===== src/design/i2da_pkg.sv =====
`default_nettype none
package i2da_pkg;

	localparam int unsigned MaxWidthDefault = 64;

	localparam logic [5:0] CharZero  = 6'd48;
	localparam logic [5:0] CharMinus = 6'd45;

	localparam logic [1:0] WidthCode16 = 2'd0;
	localparam logic [1:0] WidthCode32 = 2'd1;

	typedef struct packed {
		logic load;
		logic step;
		logic shift_digit;
	} dab_ctl_t;

	typedef enum logic [4:0] {
		ST_IDLE  = 5'b00001,
		ST_CONV  = 5'b00010,
		ST_SKIP  = 5'b00100,
		ST_SIGN  = 5'b01000,
		ST_DIGIT = 5'b10000
	} state_t;

	// operand width in bits, capped at the widest supported operand
	function automatic logic [6:0] op_width(input logic [1:0] code, input logic [6:0] max_w);
		logic [6:0] w;
		case (code)
			WidthCode16: w = 7'd16;
			WidthCode32: w = 7'd32;
			default:     w = 7'd64;
		endcase
		if (w > max_w) begin
			w = max_w;
		end
		return w;
	endfunction

endpackage
`default_nettype wire


===== src/design/integer_to_decimal_ascii_core.sv =====
`default_nettype none
// Converts a 16, 32 or 64 bit integer, unsigned or two's complement, into its
// decimal ASCII text, one character per output transaction, most significant
// first, with a leading '-' for negative values and last_char on the final
// digit; zero gives a single '0', and operand widths above MAX_WIDTH are capped.
// One number at a time: after acceptance a shift-and-add-three unit runs over
// all MAX_WIDTH operand bits (one operand bit per cycle), then leading zero digits
// are dropped at one per cycle (up to NDIG-1 of them, NDIG = 20 at MAX_WIDTH 64),
// then one character leaves per cycle when the output is not stalled; in_stall
// stays high until the final digit has been loaded into the output register.
module integer_to_decimal_ascii_core import i2da_pkg::*; #(
	parameter int unsigned MAX_WIDTH = MaxWidthDefault
) (
	input  wire logic        clk,
	input  wire logic        arst_n,
	input  wire logic        in_valid,
	output logic             in_stall,
	input  wire logic [63:0] value,
	input  wire logic [1:0]  width_code,
	input  wire logic        is_signed,
	output logic             out_valid,
	input  wire logic        out_stall,
	output logic      [5:0]  char_code,
	output logic             last_char
);

	localparam int unsigned NDIG  = (MAX_WIDTH * 30103) / 100000 + 1;
	localparam int unsigned DigW  = $clog2(NDIG);
	localparam int unsigned IterW = $clog2(MAX_WIDTH);

	state_t               state_q;
	logic [IterW-1:0]     iter_q;
	logic [DigW-1:0]      dcnt_q;
	logic                 neg_q;
	logic                 out_valid_q;
	logic [5:0]           char_q;
	logic                 last_q;

	logic                 in_acc;
	logic                 slot_free;
	logic [6:0]           w;
	logic [63:0]          mask;
	logic [63:0]          v;
	logic [5:0]           sidx;
	logic                 neg;
	logic [63:0]          mag;
	logic [3:0]           top_digit;
	dab_ctl_t             ctl;

	assign in_stall  = (state_q != ST_IDLE);
	assign in_acc    = in_valid && !in_stall;
	assign slot_free = !out_valid_q || !out_stall;

	// operand width, masking and magnitude
	always_comb begin
		w = op_width(width_code, 7'(MAX_WIDTH));
		for (int i = 0; i < 64; i++) begin
			mask[i] = (7'(i) < w);
		end
		v    = value & mask;
		sidx = 6'(w - 7'd1);
		neg  = is_signed && v[sidx];
		mag  = neg ? ((~v + 64'd1) & mask) : v;
	end

	always_comb begin
		ctl.load        = in_acc;
		ctl.step        = (state_q == ST_CONV);
		ctl.shift_digit = ((state_q == ST_SKIP) && (top_digit == 4'd0) && (dcnt_q != '0))
			|| ((state_q == ST_DIGIT) && slot_free);
	end

	i2da_dabble #(
		.MAX_WIDTH(MAX_WIDTH),
		.NDIG     (NDIG)
	) u_dabble (
		.clk      (clk),
		.ctl      (ctl),
		.load_mag (mag[MAX_WIDTH-1:0]),
		.top_digit(top_digit)
	);

	always_ff @(posedge clk or negedge arst_n) begin
		if (!arst_n) begin
			state_q     <= ST_IDLE;
			iter_q      <= '0;
			dcnt_q      <= '0;
			neg_q       <= 1'b0;
			out_valid_q <= 1'b0;
		end else begin
			if (((state_q == ST_SIGN) || (state_q == ST_DIGIT)) && slot_free) begin
				out_valid_q <= 1'b1;
			end else if (!out_stall) begin
				out_valid_q <= 1'b0;
			end
			unique case (state_q)
				ST_IDLE: begin
					if (in_acc) begin
						neg_q   <= neg;
						iter_q  <= '0;
						state_q <= ST_CONV;
					end
				end
				ST_CONV: begin
					if (iter_q == IterW'(MAX_WIDTH - 1)) begin
						dcnt_q  <= DigW'(NDIG - 1);
						state_q <= ST_SKIP;
					end else begin
						iter_q <= iter_q + 1'b1;
					end
				end
				ST_SKIP: begin
					if ((top_digit == 4'd0) && (dcnt_q != '0)) begin
						dcnt_q <= dcnt_q - 1'b1;
					end else if (neg_q) begin
						state_q <= ST_SIGN;
					end else begin
						state_q <= ST_DIGIT;
					end
				end
				ST_SIGN: begin
					if (slot_free) begin
						state_q <= ST_DIGIT;
					end
				end
				ST_DIGIT: begin
					if (slot_free) begin
						if (dcnt_q == '0) begin
							state_q <= ST_IDLE;
						end else begin
							dcnt_q <= dcnt_q - 1'b1;
						end
					end
				end
				default: begin
					state_q <= ST_IDLE;
				end
			endcase
		end
	end

	// output payload
	always_ff @(posedge clk) begin
		if ((state_q == ST_SIGN) && slot_free) begin
			char_q <= CharMinus;
			last_q <= 1'b0;
		end else if ((state_q == ST_DIGIT) && slot_free) begin
			char_q <= CharZero + {2'b00, top_digit};
			last_q <= (dcnt_q == '0);
		end
	end

	assign out_valid = out_valid_q;
	assign char_code = char_q;
	assign last_char = last_q;

endmodule
`default_nettype wire


===== src/design/i2da_dabble.sv =====
`default_nettype none
module i2da_dabble import i2da_pkg::*; #(
	parameter int unsigned MAX_WIDTH = MaxWidthDefault,
	parameter int unsigned NDIG      = 20
) (
	input  wire logic                 clk,
	input  wire dab_ctl_t             ctl,
	input  wire logic [MAX_WIDTH-1:0] load_mag,
	output logic      [3:0]           top_digit
);

	localparam int unsigned BcdW = NDIG * 4;

	logic [MAX_WIDTH-1:0] bin_q;
	logic [BcdW-1:0]      bcd_q;
	logic [BcdW-1:0]      bcd_adj;

	// add three to every digit of five or more before the shift
	always_comb begin
		for (int i = 0; i < NDIG; i++) begin
			if (bcd_q[i*4 +: 4] >= 4'd5) begin
				bcd_adj[i*4 +: 4] = bcd_q[i*4 +: 4] + 4'd3;
			end else begin
				bcd_adj[i*4 +: 4] = bcd_q[i*4 +: 4];
			end
		end
	end

	always_ff @(posedge clk) begin
		if (ctl.load) begin
			bin_q <= load_mag;
			bcd_q <= '0;
		end else if (ctl.step) begin
			bin_q <= {bin_q[MAX_WIDTH-2:0], 1'b0};
			bcd_q <= {bcd_adj[BcdW-2:0], bin_q[MAX_WIDTH-1]};
		end else if (ctl.shift_digit) begin
			bcd_q <= {bcd_q[BcdW-5:0], 4'd0};
		end
	end

	assign top_digit = bcd_q[BcdW-1 -: 4];

endmodule
`default_nettype wire

===== config.mk =====
export PLATFORM = sky130hd
export DESIGN_NAME = integer_to_decimal_ascii_core
export DESIGN_NICKNAME = d
export VERILOG_FILES = /design/src/design/i2da_pkg.sv /design/src/design/integer_to_decimal_ascii_core.sv /design/src/design/i2da_dabble.sv
export SDC_FILE = /design/constraint.sdc
export NUM_CORES = 1
export LEC_CHECK = 0
export BUFFER_PORTS_ARGS = -buffer_cell sky130_fd_sc_hd__buf_4
export CAP_MARGIN = 20
export CORE_UTILIZATION = 40
export DETAILED_ROUTE_END_ITERATION = 7
export PLACE_DENSITY = 0.64
export SETUP_SLACK_MARGIN = 0.4
export SYNTH_ARGS = -nofsm -noshare
export SYNTH_HDL_FRONTEND = slang
export SYNTH_HIERARCHICAL = 1
export SYNTH_SLANG_ARGS = --single-unit

===== constraint.sdc =====
create_clock -name clk -period 9.85 [get_ports clk]
set_input_delay 2.4625 -clock clk [delete_from_list [all_inputs] [get_ports clk]]
set_output_delay 2.4625 -clock clk [all_outputs]
set_load 0.005 [all_outputs]

==> PnR_summary.wiki <==
{| class="wikitable"
! Metric !! Value
|-
| Core area || about 0.027 mm²
|-
| Die area || approximately 0.029 mm²
|-
| Vias in the first global route || 8,890
|-
| Post-synthesis instance area || 0.01119 mm²
|-
| Remaining routing DRC violations || 0
|-
| Antenna violations before repair || 0
|-
| Run status || complete, no violations
|-
| Routed length on met3 || 1033 µm
|-
| Placer Congestion || roughly 0.94
|-
| Switching power share of the total || 0.4000
|-
| Setup repair after global routing missed its margin || false
|-
| Arrival @ worst endpoint || 5560 ps
|-
| Via/cell ratio || 5.686
|-
| Path category of the worst min-delay check || reg -> reg
|-
| Capturing point of the worst reg2reg path || u_dabble/bin_q[44]
|-
| Critical Path Sink Type || flop
|-
| Internal Power || between 2 and 2.5 mW
|-
| Ys flop type || dfxtp_1
|-
| Number of routed nets with antenna violations || 0
|-
| Top-Level Pins || 80
|-
| Core Rows || 60
|-
| Max stage delay on crit path || 780 ps
|-
| CTS resizes || 0
|-
| First-pass GRT wire length || 44,900 µm
|-
| GRT Resource Usage Total || 0.1899
|-
| Classification of the worst setup path || in -> reg
|-
| Vertical die dimension || approximately 170 µm
|-
| Via count || between 9,000 and 10,000
|-
| Largest net degree at the start of global routing || 180
|-
| Most frequent cell on the critical path || buf_4
|-
| Final Hold Viols || 0
|-
| Clock Sinks || 168
|-
| Critical path data required time || ~10,000 ps
|-
| Area growth from synthesis to final layout || 12.10%
|-
| Clock Pin Slew Worst Setup and Hold Paths || 80 ps
|-
| Relative max-transition margin || 0.2983
|-
| Portion of total power attributed to sequential cells || 0.388
|-
| Cell-by-cell trace of the critical path || buf_4, nor2_1, buf_4, inv_1, ha_1, buf_4, o21bai_1, o211ai_1, nor4_2, a41oi_1, xnor2_1, nor2_1, mux2_2
|-
| Number of enable-type register cells in the synthesized netlist || 64
|-
| H-tree depth || 4
|-
| Worst reg-to-reg path cell count || 7
|-
| Source of the worst hold timing path || char_code[4]
|-
| Count of max-cap constraint violations || 0
|-
| Drt first-iter violations || between 800 and 900
|-
| Leftover overflow at the end of global routing || 0
|-
| Launching instance or port of the critical path || width_code[0]
|-
| Min Tclk post-route || about 5400 ps
|-
| Static leakage || around 4.4 nW
|-
| Final setup violation count || 0
|-
| Post-Syn Instances || between 1,000 and 1,500
|-
| Number of buffers added for setup after CTS || 0
|-
| Startpoint kind of the worst setup timing path || input port
|-
| Highest attainable clock frequency || 186.4 MHz
|-
| Pre-CTS setup slack || 4026 ps
|-
| Commonest cells after routing, fill and taps aside || nor2_1 (131), a21oi_1 (92), dfxtp_1 (86), buf_4 (86), mux2_2 (75)
|-
| Worst slew pin tran || about 1000 ps
|-
| Combinational share of power || 0.422
|-
| Share of total power in the clock network || 0.191
|-
| Clock tree from TritonCTS || done
|-
| DRT met1 WL || about 13,000 µm
|-
| Synthesis Warnings || 6
|-
| Met2 routed wirelength || ~12,000 µm
|-
| Ratio of cells with drive above 1 in the final layout || 0.1621
|-
| Final setup margin || roughly 4500 ps
|-
| Worst skew pair latency || ~430 ps
|-
| Clock tree root buffer cell || clkbuf_16
|-
| P per Cell Area || about 280 mW/mm²
|-
| Die width || 169.3 µm
|-
| Mean instance size in the synthesized netlist || 9.050 µm²
|-
| Slowest CP cell || nor4_2
|-
| Deepest clock path buffer count || 2
|-
| Fraction of synthesis flops using an asynchronous set or reset pin || 0.1071
|-
| Count of cell types in the netlist || 68
|-
| Highest signal layer in the routed design || met4
|-
| CTS Hold Bufs || 0
|-
| Number of pins with negative max-slew slack in the final report || 0
|-
| Number of cells traversed by the worst hold path || 2
|-
| Largest fanout of any net on the critical path || 32
|-
| Most frequent standard cell in the layout excluding fill and tap cells || nor2_1
|-
| Number of buffers and inverters on the critical path || 4
|-
| Number of nets in the finished design || 1,380
|-
| Starting density of the core || 0.4119
|-
| Flip-flop and latch count after synthesis || between 150 and 200
|-
| Overall routed net length || 26,470 µm
|-
| Post-synthesis sequential area ratio || 0.3658
|-
| Switching power of the nets || 1.381 mW
|-
| Total CTS buffers || 17
|-
| Ratio of final minimum period to clock period || 0.5447
|-
| Pre-antenna DRT Iters || 4
|-
| Number of nets in the synthesized netlist || between 1,000 and 1,500
|-
| WL/cell || approximately 16 µm
|-
| Peak supply drop || around 0.00015 V
|-
| Register-to-register setup slack || 5700 ps
|-
| Post-Route Setup TNS || 0 ps
|-
| Critical path's top delay family || simple AND/OR/NAND/NOR gates
|-
| Hold EP || char_code[4]
|-
| Diodes inserted || 0
|-
| Half-perimeter wire length after placement || between 15,000 and 20,000 µm
|-
| Design Power || roughly 3.5 mW
|-
| Worst flop-to-flop path startpoint || state_q[2]
|-
| Final clock skew || between 15 and 20 ps
|-
| Total of buffers placed on input and output ports || 78
|}
power by group through the flow:
stage,Sequential (mW),Clock (mW),Combinational [mW]
3_5_place_dp,1.35,0,1.45
6_report,1.34,0.658,1.46
4_1_cts,1.34,0.676,1.46
5_1_grt,1.38,0.705,1.64
2_1_floorplan,1.28,0,1.17
3_3_place_gp,1.34,0,1.43
layer usage:
metal,vias up,GRT usage
li1,4665,-
met1,4523,0.2661
met2,175,0.3043
met3,13,0.03545
met4,0,0.03839
met5,-,0
cell families (layout without fill, tap and decap cells):
logic type                 after synthesis  in the layout  synth area share
other                                    1              1         0.0003350
xor gates and xnor gates                60             60           0.04694
AOI/OAI and AO/OA                      315            315            0.1833
muxes                                  111            111            0.1083
and+or+nand+nor                        394            394            0.1902
buffers and inverters                  143            183           0.05477
DFF                                    168            168            0.3658
adders and majority gates               45             45           0.05030
area by class of cell:
class | instances | area [µm²]
inverter | 64 | 244.0
clock buffer | 17 | 425.4
sequential | 168 | 4095
tap | 372 | 465.4
multi-input combinational | 926 | 6504
timing repair buffer | 87 | 665.6
clock inverter | 15 | 150.1
fill | 2665 | 14630
synthesized netlist by cell type, drive strengths merged, types with 25 or more instances:
cell type    n  area (µm²)
o21ai       63       315.3
dfxtp       86        1722
xnor2       43       376.6
ha          45       563.0
inv         63       236.5
a31oi       25       156.4
o221ai      28       245.2
a211oi      25       187.7
nor3b       32       240.2
mux2        78       882.1
nand2b      27       168.9
mux2i       33       330.3
edfxtp      64        1922
buf         43       237.7
nor2       134       505.5
a21oi       92       460.4
nand2       61       229.0
nand4b      39       341.6
clkbuf      36       135.1
state kept, by name, indices dropped and copies added, names as in the netlist:
register and flops:
u_dabble/bcd_q 80, u_dabble/bin_q 64, iter_q 6, char_code 5, dcnt_q 5, state_q 5
last_char 1, neg_q 1, out_valid 1
metrics by stage:
step / utilization / hold WS, ps / std cells / cell area, µm²
2_1_floorplan: - / 442.1 / 1237 / 11190
3_3_place_gp: 0.4406 / 437.4 / 1617 / 11970
6_report: 0.4618 / 450.5 / 1649 / 12550
4_1_cts: 0.4618 / 453.2 / 1649 / 12550
5_1_grt: 0.4618 / 465.8 / 1649 / 12550
3_5_place_dp: 0.4406 / 442.4 / 1617 / 11970
worst min-delay path: stages (launching register included):
cell and delay [ps]:
dfxtp_1 310, inv_1 50, a21oi_1 50
how the worst max path moves through the flow:
stage / slack (ps) / cells past startpoint / endpoint
after CTS: 4490 / 13 / u_dabble/bin_q[58]
after floorplan: 4180 / 7 / u_dabble/bcd_q[10]
after detailed placement: 4030 / 13 / u_dabble/bin_q[58]
after global routing: 4160 / 13 / u_dabble/bin_q[60]
final: 4490 / 13 / u_dabble/bin_q[58]
after global placement: 4060 / 13 / u_dabble/bin_q[58]
No activity file was read; power rests on OpenSTA's default activity.
